<file path="src/design/u8u16_pkg.sv">
`timescale 1ns / 1ps
package u8u16_pkg;

   localparam int QUEUE_DEPTH_DEFAULT = 2;

   localparam logic [15:0] REPLACEMENT_UNIT = 16'hFFFD;
   localparam logic [15:0] HIGH_SURR_BASE   = 16'hD800;
   localparam logic [15:0] LOW_SURR_BASE    = 16'hDC00;
   localparam logic [20:0] SUPP_BASE        = 21'h10000;

   localparam logic [2:0] LEN_NONE  = 3'd0;
   localparam logic [2:0] LEN_TWO   = 3'd2;
   localparam logic [2:0] LEN_THREE = 3'd3;
   localparam logic [2:0] LEN_FOUR  = 3'd4;

   typedef struct packed {
      logic [3:0][7:0] bytes;
      logic [2:0]      count;
      logic            last;
   } job_type;

   typedef struct packed {
      logic [2:0][15:0] units;
      logic [1:0]       count;
      logic             last;
   } unit_set_type;

   function automatic logic [2:0] lead_len(input logic [7:0] b);
      logic [2:0] len;
      len = LEN_NONE;
      if (b[7:5] == 3'b110) begin
         len = LEN_TWO;
      end else if (b[7:4] == 4'b1110) begin
         len = LEN_THREE;
      end else if (b[7:3] == 5'b11110) begin
         len = LEN_FOUR;
      end
      return len;
   endfunction

   function automatic logic [15:0] single_unit(input logic [7:0] b);
      logic [15:0] u;
      u = b[7] ? REPLACEMENT_UNIT : {8'h00, b};
      return u;
   endfunction

   function automatic unit_set_type decode_job(input job_type job);
      unit_set_type r;
      logic [2:0]   len;
      logic [20:0]  cp;
      logic [20:0]  off;
      r.units = {3{REPLACEMENT_UNIT}};
      r.count = 2'd1;
      r.last  = job.last;
      len     = lead_len(job.bytes[0]);
      cp      = 21'd0;
      off     = 21'd0;
      if (job.count == 3'd1) begin
         r.units[0] = single_unit(job.bytes[0]);
      end else if (job.count == len) begin
         case (len)
            LEN_TWO: begin
               cp = {10'd0, job.bytes[0][4:0], job.bytes[1][5:0]};
            end
            LEN_THREE: begin
               cp = {5'd0, job.bytes[0][3:0], job.bytes[1][5:0], job.bytes[2][5:0]};
            end
            LEN_FOUR: begin
               cp = {job.bytes[0][2:0], job.bytes[1][5:0], job.bytes[2][5:0],
                     job.bytes[3][5:0]};
            end
            default: begin
               cp = {5'd0, REPLACEMENT_UNIT};
            end
         endcase
         if (cp >= SUPP_BASE) begin
            off        = cp - SUPP_BASE;
            r.units[0] = HIGH_SURR_BASE + {5'd0, off[20:10]};
            r.units[1] = LOW_SURR_BASE + {6'd0, off[9:0]};
            r.count    = 2'd2;
         end else begin
            r.units[0] = cp[15:0];
         end
      end else begin
         r.units[0] = REPLACEMENT_UNIT;
         if (job.count == 3'd2) begin
            r.units[1] = single_unit(job.bytes[1]);
            r.count    = 2'd2;
         end else if (!job.bytes[1][7]) begin
            r.units[1] = {8'h00, job.bytes[1]};
            r.units[2] = single_unit(job.bytes[2]);
            r.count    = 2'd3;
         end else if (job.bytes[1][7:5] == 3'b110) begin
            r.units[1] = {5'd0, job.bytes[1][4:0], job.bytes[2][5:0]};
            r.count    = 2'd2;
         end else begin
            r.units[1] = REPLACEMENT_UNIT;
            r.units[2] = single_unit(job.bytes[2]);
            r.count    = 2'd3;
         end
      end
      return r;
   endfunction

endpackage

</file>
<file path="src/design/u8u16_front.sv">
`timescale 1ns / 1ps
module u8u16_front
   import u8u16_pkg::*;
(
   input  logic       clock,
   input  logic       reset,
   input  logic       req_valid,
   output logic       req_ready,
   input  logic [7:0] req_in_byte,
   input  logic       req_in_last,
   output logic       job_valid,
   output job_type    job,
   input  logic       job_ready
);

   logic [2:0][7:0] pend_ff;
   logic [1:0]      pcount_ff;
   logic [1:0]      pcount_in;
   logic [2:0]      slen_ff;
   logic [2:0]      slen_in;
   logic [2:0]      lead;
   logic [2:0]      n_sum;
   logic            hold;
   logic            accept;

   always_comb begin
      lead   = lead_len(req_in_byte);
      n_sum  = {1'b0, pcount_ff} + 3'd1;
      if (pcount_ff == 2'd0) begin
         hold = (lead != LEN_NONE) && !req_in_last;
      end else begin
         hold = (n_sum < slen_ff) && !req_in_last;
      end
      accept    = req_valid && job_ready;
      req_ready = job_ready;
      job_valid = req_valid && !hold;
      job.bytes[0] = (pcount_ff > 2'd0) ? pend_ff[0] : req_in_byte;
      job.bytes[1] = (pcount_ff > 2'd1) ? pend_ff[1] : req_in_byte;
      job.bytes[2] = (pcount_ff > 2'd2) ? pend_ff[2] : req_in_byte;
      job.bytes[3] = req_in_byte;
      job.count    = n_sum;
      job.last     = req_in_last;
   end

   always_comb begin
      pcount_in = pcount_ff;
      slen_in   = slen_ff;
      if (accept) begin
         if (hold) begin
            pcount_in = n_sum[1:0];
            if (pcount_ff == 2'd0) begin
               slen_in = lead;
            end
         end else begin
            pcount_in = 2'd0;
            slen_in   = LEN_NONE;
         end
      end
   end

   always_ff @(posedge clock) begin
      if (reset) begin
         pcount_ff <= 2'd0;
         slen_ff   <= LEN_NONE;
      end else begin
         pcount_ff <= pcount_in;
         slen_ff   <= slen_in;
      end
   end

   always_ff @(posedge clock) begin
      for (int j = 0; j < 3; j++) begin
         if (accept && hold && (pcount_ff == 2'(j))) begin
            pend_ff[j] <= req_in_byte;
         end
      end
   end

endmodule

</file>
<file path="src/design/u8u16_queue.sv">
`timescale 1ns / 1ps
module u8u16_queue
   import u8u16_pkg::*;
#(
   parameter int DEPTH = QUEUE_DEPTH_DEFAULT
) (
   input  logic    clock,
   input  logic    reset,
   input  logic    push_valid,
   output logic    push_ready,
   input  job_type push_job,
   output logic    pop_valid,
   input  logic    pop_ready,
   output job_type pop_job
);

   localparam int PW = (DEPTH > 1) ? $clog2(DEPTH) : 1;
   localparam int CW = $clog2(DEPTH + 1);

   job_type         slots_ff [DEPTH];
   logic [PW-1:0]   wr_ptr_ff;
   logic [PW-1:0]   wr_ptr_in;
   logic [PW-1:0]   rd_ptr_ff;
   logic [PW-1:0]   rd_ptr_in;
   logic [CW-1:0]   count_ff;
   logic [CW-1:0]   count_in;
   logic            push;
   logic            pop;

   always_comb begin
      push_ready = count_ff != CW'(DEPTH);
      pop_valid  = count_ff != '0;
      pop_job    = slots_ff[rd_ptr_ff];
      push       = push_valid && push_ready;
      pop        = pop_valid && pop_ready;
      wr_ptr_in  = wr_ptr_ff;
      rd_ptr_in  = rd_ptr_ff;
      count_in   = count_ff;
      if (push) begin
         wr_ptr_in = (wr_ptr_ff == PW'(DEPTH - 1)) ? '0 : wr_ptr_ff + 1'b1;
      end
      if (pop) begin
         rd_ptr_in = (rd_ptr_ff == PW'(DEPTH - 1)) ? '0 : rd_ptr_ff + 1'b1;
      end
      case ({push, pop})
         2'b10:   count_in = count_ff + 1'b1;
         2'b01:   count_in = count_ff - 1'b1;
         default: count_in = count_ff;
      endcase
   end

   always_ff @(posedge clock) begin
      if (reset) begin
         wr_ptr_ff <= '0;
         rd_ptr_ff <= '0;
         count_ff  <= '0;
      end else begin
         wr_ptr_ff <= wr_ptr_in;
         rd_ptr_ff <= rd_ptr_in;
         count_ff  <= count_in;
      end
   end

   always_ff @(posedge clock) begin
      if (push) begin
         slots_ff[wr_ptr_ff] <= push_job;
      end
   end

endmodule

</file>
<file path="src/design/u8u16_back.sv">
`timescale 1ns / 1ps
module u8u16_back
   import u8u16_pkg::*;
(
   input  logic        clock,
   input  logic        reset,
   input  logic        job_valid,
   output logic        job_ready,
   input  job_type     job,
   output logic        rsp_valid,
   input  logic        rsp_ready,
   output logic [15:0] rsp_code_unit,
   output logic        rsp_unit_last
);

   unit_set_type decoded;
   unit_set_type set_ff;
   logic         valid_ff;
   logic         valid_in;
   logic [1:0]   idx_ff;
   logic [1:0]   idx_in;
   logic         final_unit;
   logic         load;

   always_comb begin
      decoded    = decode_job(job);
      final_unit = idx_ff == (set_ff.count - 2'd1);
      job_ready  = !valid_ff || (rsp_ready && final_unit);
      load       = job_valid && job_ready;
      rsp_valid  = valid_ff;
      rsp_unit_last = set_ff.last && final_unit;
      case (idx_ff)
         2'd0:    rsp_code_unit = set_ff.units[0];
         2'd1:    rsp_code_unit = set_ff.units[1];
         2'd2:    rsp_code_unit = set_ff.units[2];
         default: rsp_code_unit = REPLACEMENT_UNIT;
      endcase
      valid_in = valid_ff;
      idx_in   = idx_ff;
      if (load) begin
         valid_in = 1'b1;
         idx_in   = 2'd0;
      end else if (valid_ff && rsp_ready) begin
         if (final_unit) begin
            valid_in = 1'b0;
         end else begin
            idx_in = idx_ff + 2'd1;
         end
      end
   end

   always_ff @(posedge clock) begin
      if (reset) begin
         valid_ff <= 1'b0;
         idx_ff   <= 2'd0;
      end else begin
         valid_ff <= valid_in;
         idx_ff   <= idx_in;
      end
   end

   always_ff @(posedge clock) begin
      if (load) begin
         set_ff <= decoded;
      end
   end

endmodule

</file>
<file path="src/design/utf8_to_utf16_decoder_core.sv">
`timescale 1ns / 1ps
// A finished sequence goes as one job into the job queue, and the output register loads
// it from there. Throughput: one byte per cycle while the queue has room; one code unit
// per cycle out of the output register while rsp_ready is high, so a byte that ends in 2
// or 3 units holds the output while the queue of QUEUE_DEPTH entries keeps taking bytes.
// Reset: synchronous, clears the pending sequence, the queue and the output valid.
module utf8_to_utf16_decoder_core
   import u8u16_pkg::*;
#(
   parameter int QUEUE_DEPTH = QUEUE_DEPTH_DEFAULT
) (
   input  logic        clock,
   input  logic        reset,
   input  logic        req_valid,
   output logic        req_ready,
   input  logic [7:0]  req_in_byte,
   input  logic        req_in_last,
   output logic        rsp_valid,
   input  logic        rsp_ready,
   output logic [15:0] rsp_code_unit,
   output logic        rsp_unit_last
);

   job_type push_job;
   job_type pop_job;
   logic    push_valid;
   logic    push_ready;
   logic    pop_valid;
   logic    pop_ready;

   u8u16_front u_front (
      .clock       (clock),
      .reset       (reset),
      .req_valid   (req_valid),
      .req_ready   (req_ready),
      .req_in_byte (req_in_byte),
      .req_in_last (req_in_last),
      .job_valid   (push_valid),
      .job         (push_job),
      .job_ready   (push_ready)
   );

   u8u16_queue #(
      .DEPTH (QUEUE_DEPTH)
   ) u_queue (
      .clock      (clock),
      .reset      (reset),
      .push_valid (push_valid),
      .push_ready (push_ready),
      .push_job   (push_job),
      .pop_valid  (pop_valid),
      .pop_ready  (pop_ready),
      .pop_job    (pop_job)
   );

   u8u16_back u_back (
      .clock         (clock),
      .reset         (reset),
      .job_valid     (pop_valid),
      .job_ready     (pop_ready),
      .job           (pop_job),
      .rsp_valid     (rsp_valid),
      .rsp_ready     (rsp_ready),
      .rsp_code_unit (rsp_code_unit),
      .rsp_unit_last (rsp_unit_last)
   );

`ifndef NO_ASSERTIONS
   a_last_byte_pushes: assert property (@(posedge clock) disable iff (reset)
      (req_valid && req_ready && req_in_last) |-> (push_valid && push_ready && push_job.last))
      else $error("final byte did not flush a job");

   a_front_waits_queue: assert property (@(posedge clock) disable iff (reset)
      (req_valid && req_ready) |-> push_ready)
      else $error("byte taken while job queue full");

   a_reset_clears_output: assert property (@(posedge clock)
      reset |=> !rsp_valid)
      else $error("output valid after reset");

   a_job_count_range: assert property (@(posedge clock) disable iff (reset)
      (push_valid && push_ready) |-> (push_job.count != 3'd0 && push_job.count <= LEN_FOUR))
      else $error("job byte count out of range");
`endif

endmodule

</file>
<file path="config.mk">
export PLATFORM = sky130hd
export DESIGN_NAME = utf8_to_utf16_decoder_core
export DESIGN_NICKNAME = d
export VERILOG_FILES = /design/src/design/u8u16_pkg.sv /design/src/design/u8u16_front.sv /design/src/design/u8u16_queue.sv /design/src/design/u8u16_back.sv /design/src/design/utf8_to_utf16_decoder_core.sv
export SDC_FILE = /design/constraint.sdc
export NUM_CORES = 1
export LEC_CHECK = 0
export ABC_AREA = 1
export BUFFER_PORTS_ARGS = -buffer_cell sky130_fd_sc_hd__buf_4
export CAP_MARGIN = 5
export CORE_ASPECT_RATIO = 1.25
export CORE_UTILIZATION = 40
export DETAILED_ROUTE_END_ITERATION = 7
export SLEW_MARGIN = 40
export SYNTH_ARGS = -nofsm -noshare
export SYNTH_HDL_FRONTEND = slang
export SYNTH_HIERARCHICAL = 1
export SYNTH_SLANG_ARGS = --single-unit
</file>
<file path="constraint.sdc">
create_clock -name clock -period 7.2 [get_ports clock]
set_clock_uncertainty 0.05 [all_clocks]
set_input_delay 0.36 -clock clock [delete_from_list [all_inputs] [get_ports clock]]
set_output_delay 0.36 -clock clock [all_outputs]
set_load 0.03 [all_outputs]
</file>
# Word-level counts from Yosys, hierarchy flattened
# Memories as Yosys holds them, arrays and structs flattened. A register that Yosys moved wholly into a read port is not among the register bits.
# Cells that the tools add are included.
dict set report word_totals {
  out_inout_bits 19
  wordCells 125
  memories 1
  input_bits 13
  ramBits 72
  reg_bits 87
}
# name words word_bits read_ports rd_ports_with_merged_regs write_ports line
set mem_list {}
lappend mem_list {u_queue.slots_ff 2 36 1 1 1 u8u16_queue.sv:20} ;# job_type slots_ff [DEPTH];
dict set report classes {
  eq_ne 22
  n_reduce_logical 29
  add_sub_neg 10
  bitwise 1
  n_mux 42
  order_cmp 5
}
# cell n
set op_table {}
lappend op_table {{2-to-1 mux 16 bit} 9}
lappend op_table {{one-hot mux 21 bit (3 select lines)} 1}
lappend op_table {{one-hot mux 16 bit (3 select lines)} 1}
lappend op_table {{2-to-1 mux 21 bit} 2}
lappend op_table {{2-to-1 mux 34 bit} 1}
lappend op_table {{2-to-1 mux 32 bit} 1}
lappend op_table {{2-to-1 mux 3 bit} 8}
lappend op_table {{2-to-1 mux 8 bit} 3}
lappend op_table {{>= comparator 21 x 17 -> 1 bit, second input constant} 1}
lappend op_table {{subtractor 21 x 17 -> 21 bit, second input constant} 1}
lappend op_table {{adder 15 x 11 -> 16 bit, first input constant} 1}
lappend op_table {{adder 15 x 12 -> 16 bit, first input constant} 1}
lappend op_table {{logical AND 1 bit} 13}
lappend op_table {{== test 3 bit, second input constant} 4}
lappend op_table {{2-to-1 mux 1 bit} 11}
lappend op_table {{== test 5 bit, second input constant} 2}
lappend op_table {{== test 3 x 2 -> 1 bit, second input constant} 3}
lappend op_table {{== test 4 bit, second input constant} 2}
lappend op_table {{2-to-1 mux 2 bit} 4}
lappend op_table {{nonzero test 2 bit} 4}
lappend op_table {{== test 2 x 1 -> 1 bit, second input constant} 3}
lappend op_table {{== test 2 bit, second input constant} 3}
lappend op_table {{AND reduction 2 bit} 3}
lappend op_table {{adder 2 x 1 -> 2 bit, second input constant} 2}
lappend op_table {{other kinds (18)} 25}

# Longest topological paths before layout
dict set report depth {
  ltp_word 13
  ltp_mapped 18
  depth_no_buf 16
}

# Modules after synthesis
# The synthesis kept the hierarchy.
# mod area_each_um2 instances seq_area_each_um2 cells_per_inst
set modules_own_cells {}
lappend modules_own_cells {u8u16_back 3183.1 1 1261.2 422}
lappend modules_own_cells {u8u16_queue 2992.9 1 2262.2 150}
lappend modules_own_cells {u8u16_front 1526.5 1 820.8 161}

# Worst setup path after synthesis
# OpenSTA, ideal clock, no wires.
dict set report synth_path {
  path_type {register to register}
  startpoint {reg u_front.pcount_ff[0]}
  endpoint {mem u_queue/slots_ff[0][0] (netlist bit), enable pin}
  stages_incl_launch_ff 12
  period_less_slack_ps 3617
  arrival_time_ps 3138
  setup_time_ps 429
  path_slack_ps 3583
  path_buffers 0
  required_ps 6721
  path_cell_list {dfxtp_1 -> inv_1 -> ha_1 -> ha_1 -> nand3_1 -> nand2_2 -> nand2_4 -> nand2_1 -> nand2_1 -> inv_1 -> nand2_1 -> nor2_1}
}
# element line
set synth_lines {}
lappend synth_lines {{start, declared} u8u16_front.sv:17} ;# logic [1:0] pcount_ff;
lappend synth_lines {{start signal, assigned} u8u16_front.sv:66} ;# pcount_ff <= pcount_in;
lappend synth_lines {{end, declared} u8u16_queue.sv:20}

==> results.json <==
{
  "drt_iter0_markers": 315,
  "swShare_pct": 36.37,
  "timing.reg2reg.setup_slack_ps": 3540,
  "via_count_normalized_by_instance_count": 5.031,
  "maxSlewHeadroom_pct": 48.56,
  "global_route_wire_length_before_repair_um": 26590,
  "syn-cell-area_mm2": 0.007537,
  "ctsLongestPathBuffers": 2,
  "numPlacedInstances": 957,
  "tightest_slew_ps": 770.8,
  "global_route.usage.total_pct": 18.17,
  "dp_slack_ps": 3588,
  "seq_power_share_pct": 37.7,
  "max_freq_mhz": 273.1,
  "synthesis.instances": 725,
  "total_cts_buffers": 17,
  "post_synthesis_net_count": 752,
  "vias": 4966,
  "post_cts_resize_count": 0,
  "route.antenna.remaining_nets": 0,
  "crit_path_start_kind": "register",
  "fillCellCount": 1716,
  "finalHoldViolations": 0,
  "cts_tree": "built",
  "final.setup.tns_ps": 0,
  "area_growth_syn_to_layout_pct": 11.89,
  "switchingPower_mw": 1.198,
  "antenna_found_initial": 0,
  "antenna_cells": 0,
  "core.rowCount": 55,
  "p_int_mw": 2.096,
  "critPathCapture": "u_back/set_ff[17]",
  "reg2regPathDepth": 15,
  "fin_crit_ps": 3662,
  "post-route-period-util_pct": 50.86,
  "worstPathRequired_ps": 7430,
  "clkTransAtPathRegs_ps": 60,
  "dieWidth_um": 124.8,
  "dr.pass1.iters": 6,
  "dp.final_hpwl_um": 12480,
  "power_frac_comb_pct": 36.1,
  "floorplan.die_area_mm2": 0.01940,
  "power.leakage_nw": 3.268,
  "wire_per_inst_um": 16.83,
  "synthesized_area_per_cell_um2": 10.40,
  "design.core.area_mm2": 0.01831,
  "postCtsSetupRepairBufs": 0,
  "num_io_pins": 32,
  "layout.nets": 775,
  "maxCapViolations": 0,
  "fin_area_mm2": 0.008433,
  "drt_wl_total_um": 16610,
  "grt_start_max_net_pins": 41,
  "synth.yosys.warnings": 6,
  "crit_arrival_ps": 3900,
  "min_setup_slack_post_route_ps": 3538,
  "cts_root_buffer": "sky130_fd_sc_hd__clkbuf_16",
  "initial_core_util_pct": 41.18,
  "placement.cell_area_mm2": 0.007858,
  "worst_r2r_endpoint": "u_back/set_ff[17]",
  "critPathMaxFanout": 34,
  "vdd_drop_max_mv": 0.1987,
  "outcome": "finished, violations left",
  "rsz0062_at_grt": "no",
  "dr_drc_count": 8,
  "violations": "design-rule violations",
  "share_clk_of_total_power_pct": 26.2,
  "htree_num_levels": 4,
  "clock_insertion_delay_worst_skew_ps": 420,
  "final-max-slew-violation-count": 0,
  "final_setup_fails": 0,
  "final_layout_size_suffix_gt1_share_pct": 19.89,
  "global_route.overflow_total": 0,
  "worst_setup_path_end_kind": "register",
  "stdcell_count": 987,
  "port_buffers": 31,
  "die_height_um": 155.5,
  "clock_sinks": 145,
  "hold_path_class": "input pin to register",
  "gp_routability_congestion": 0.9085,
  "criticalPathCategory": "register to register",
  "cts-hold-fix-buffers": 0,
  "power_density_mw_per_mm2": 390.7,
  "number_of_global_route_vias_before_repair": 5074
}
==> sequential cells by signal (all words and copies together) (netlist names), named ones only <==
| name | count |
|---|---|
| u_back/set_ff | 40 |
| u_front/pend_ff | 24 |
| u_back/rsp_valid | 1 |
| u_queue/slots_ff | 68 |
| u_front/pcount_ff | 2 |
| u_queue/count_ff | 2 |
| u_queue/rd_ptr_ff | 1 |
| u_back/idx_ff | 2 |
| u_queue/wr_ptr_ff | 1 |
| u_front/slen_ff | 3 |
==> power by group through the flow <==
stage | combinational, mW | sequential, mW | clock [mW]
floorplan | 0.947 | 1.20 | 0
global placement | 1.18 | 1.25 | 0
detailed placement | 1.18 | 1.26 | 0
CTS | 1.18 | 1.24 | 0.885
global route | 1.30 | 1.26 | 0.916
finish | 1.19 | 1.24 | 0.865
==> cell type report <==
cell class / count / area, µm² / share of cell area [%]
Clock buffer: 19 / 432.9 / 5.134
Clock inverter: 11 / 140.1 / 1.662
Inverter: 83 / 316.6 / 3.754
Multi-Input combinational cell: 466 / 2768 / 32.82
Sequential cell: 145 / 4228 / 50.13
Tap cell: 228 / 285.3 / 3.383
Timing Repair Buffer: 35 / 262.8 / 3.116
==> worst max-delay path, stage by stage (launching register included) <==
cell	delay [ps]
sky130_fd_sc_hd__dfxtp_4	730
sky130_fd_sc_hd__mux2_4	400
sky130_fd_sc_hd__nor2_4	310
sky130_fd_sc_hd__nand2_1	270
sky130_fd_sc_hd__nor2_1	210
sky130_fd_sc_hd__ha_1	180
sky130_fd_sc_hd__nand2_1	50
sky130_fd_sc_hd__nor2_1	170
sky130_fd_sc_hd__nand2_1	90
sky130_fd_sc_hd__nor2_2	150
sky130_fd_sc_hd__nand3_4	150
sky130_fd_sc_hd__nand2_4	180
sky130_fd_sc_hd__inv_2	60
sky130_fd_sc_hd__nand2_2	220
sky130_fd_sc_hd__nand2_1	150
sky130_fd_sc_hd__nand2_1	110
==> metrics by stage <==
step	total power [mW]	util, %	hold WS, ps
floorplan	2.150	-	379.1
global placement	2.429	42.91	406.0
detailed placement	2.441	42.93	426.8
CTS	3.315	46.06	91.70
global route	3.476	46.07	93.82
finish	3.295	46.07	106.9
==> routing by layer <==
metal | routed length, µm | vias up | part of all wire, % | GRT usage [%]
met1 | 7088 | 2325 | 43 | 21.27
met3 | 678 | 24 | 4.1 | 3.920
met5 | 0 | - | 0 | 0
met2 | 8331 | 116 | 50 | 31.78
met4 | 512 | 0 | 3.1 | 8.642
li1 | - | 2501 | - | -
==> placed cells by master, fill, tap and decap left out, types with 6 or more instances in the layout <==
cell type	count
sky130_fd_sc_hd__nand2_1	148
sky130_fd_sc_hd__xor2_1	6
sky130_fd_sc_hd__buf_4	35
sky130_fd_sc_hd__inv_1	75
sky130_fd_sc_hd__nand3_1	59
sky130_fd_sc_hd__clkbuf_16	17
sky130_fd_sc_hd__mux2_4	28
sky130_fd_sc_hd__nor2_1	66
sky130_fd_sc_hd__or2_2	6
sky130_fd_sc_hd__nor2_2	9
sky130_fd_sc_hd__inv_2	6
sky130_fd_sc_hd__edfxtp_1	132
sky130_fd_sc_hd__dfxtp_1	12
sky130_fd_sc_hd__mux2_2	6
sky130_fd_sc_hd__o21ai_0	30
sky130_fd_sc_hd__nand3_2	9
sky130_fd_sc_hd__ha_1	14
sky130_fd_sc_hd__a21oi_1	31
==> worst min path at each step <==
stage                       start                      end  slack [ps]  cells after the start
5_1_grt            req_in_byte[3]      u_front/pend_ff[19]          90                      1
3_3_place_gp   u_front/slen_ff[1]       u_front/slen_ff[1]         410                      2
2_1_floorplan               reset     u_front/pcount_ff[1]         380                      1
6_report           req_in_byte[3]  u_queue/slots_ff[0][31]         110                      1
3_5_place_dp   u_front/slen_ff[1]       u_front/slen_ff[1]         430                      2
4_1_cts            req_in_byte[3]      u_front/pend_ff[11]          90                      1
Note: power is estimated with default switching activity, not from simulation.
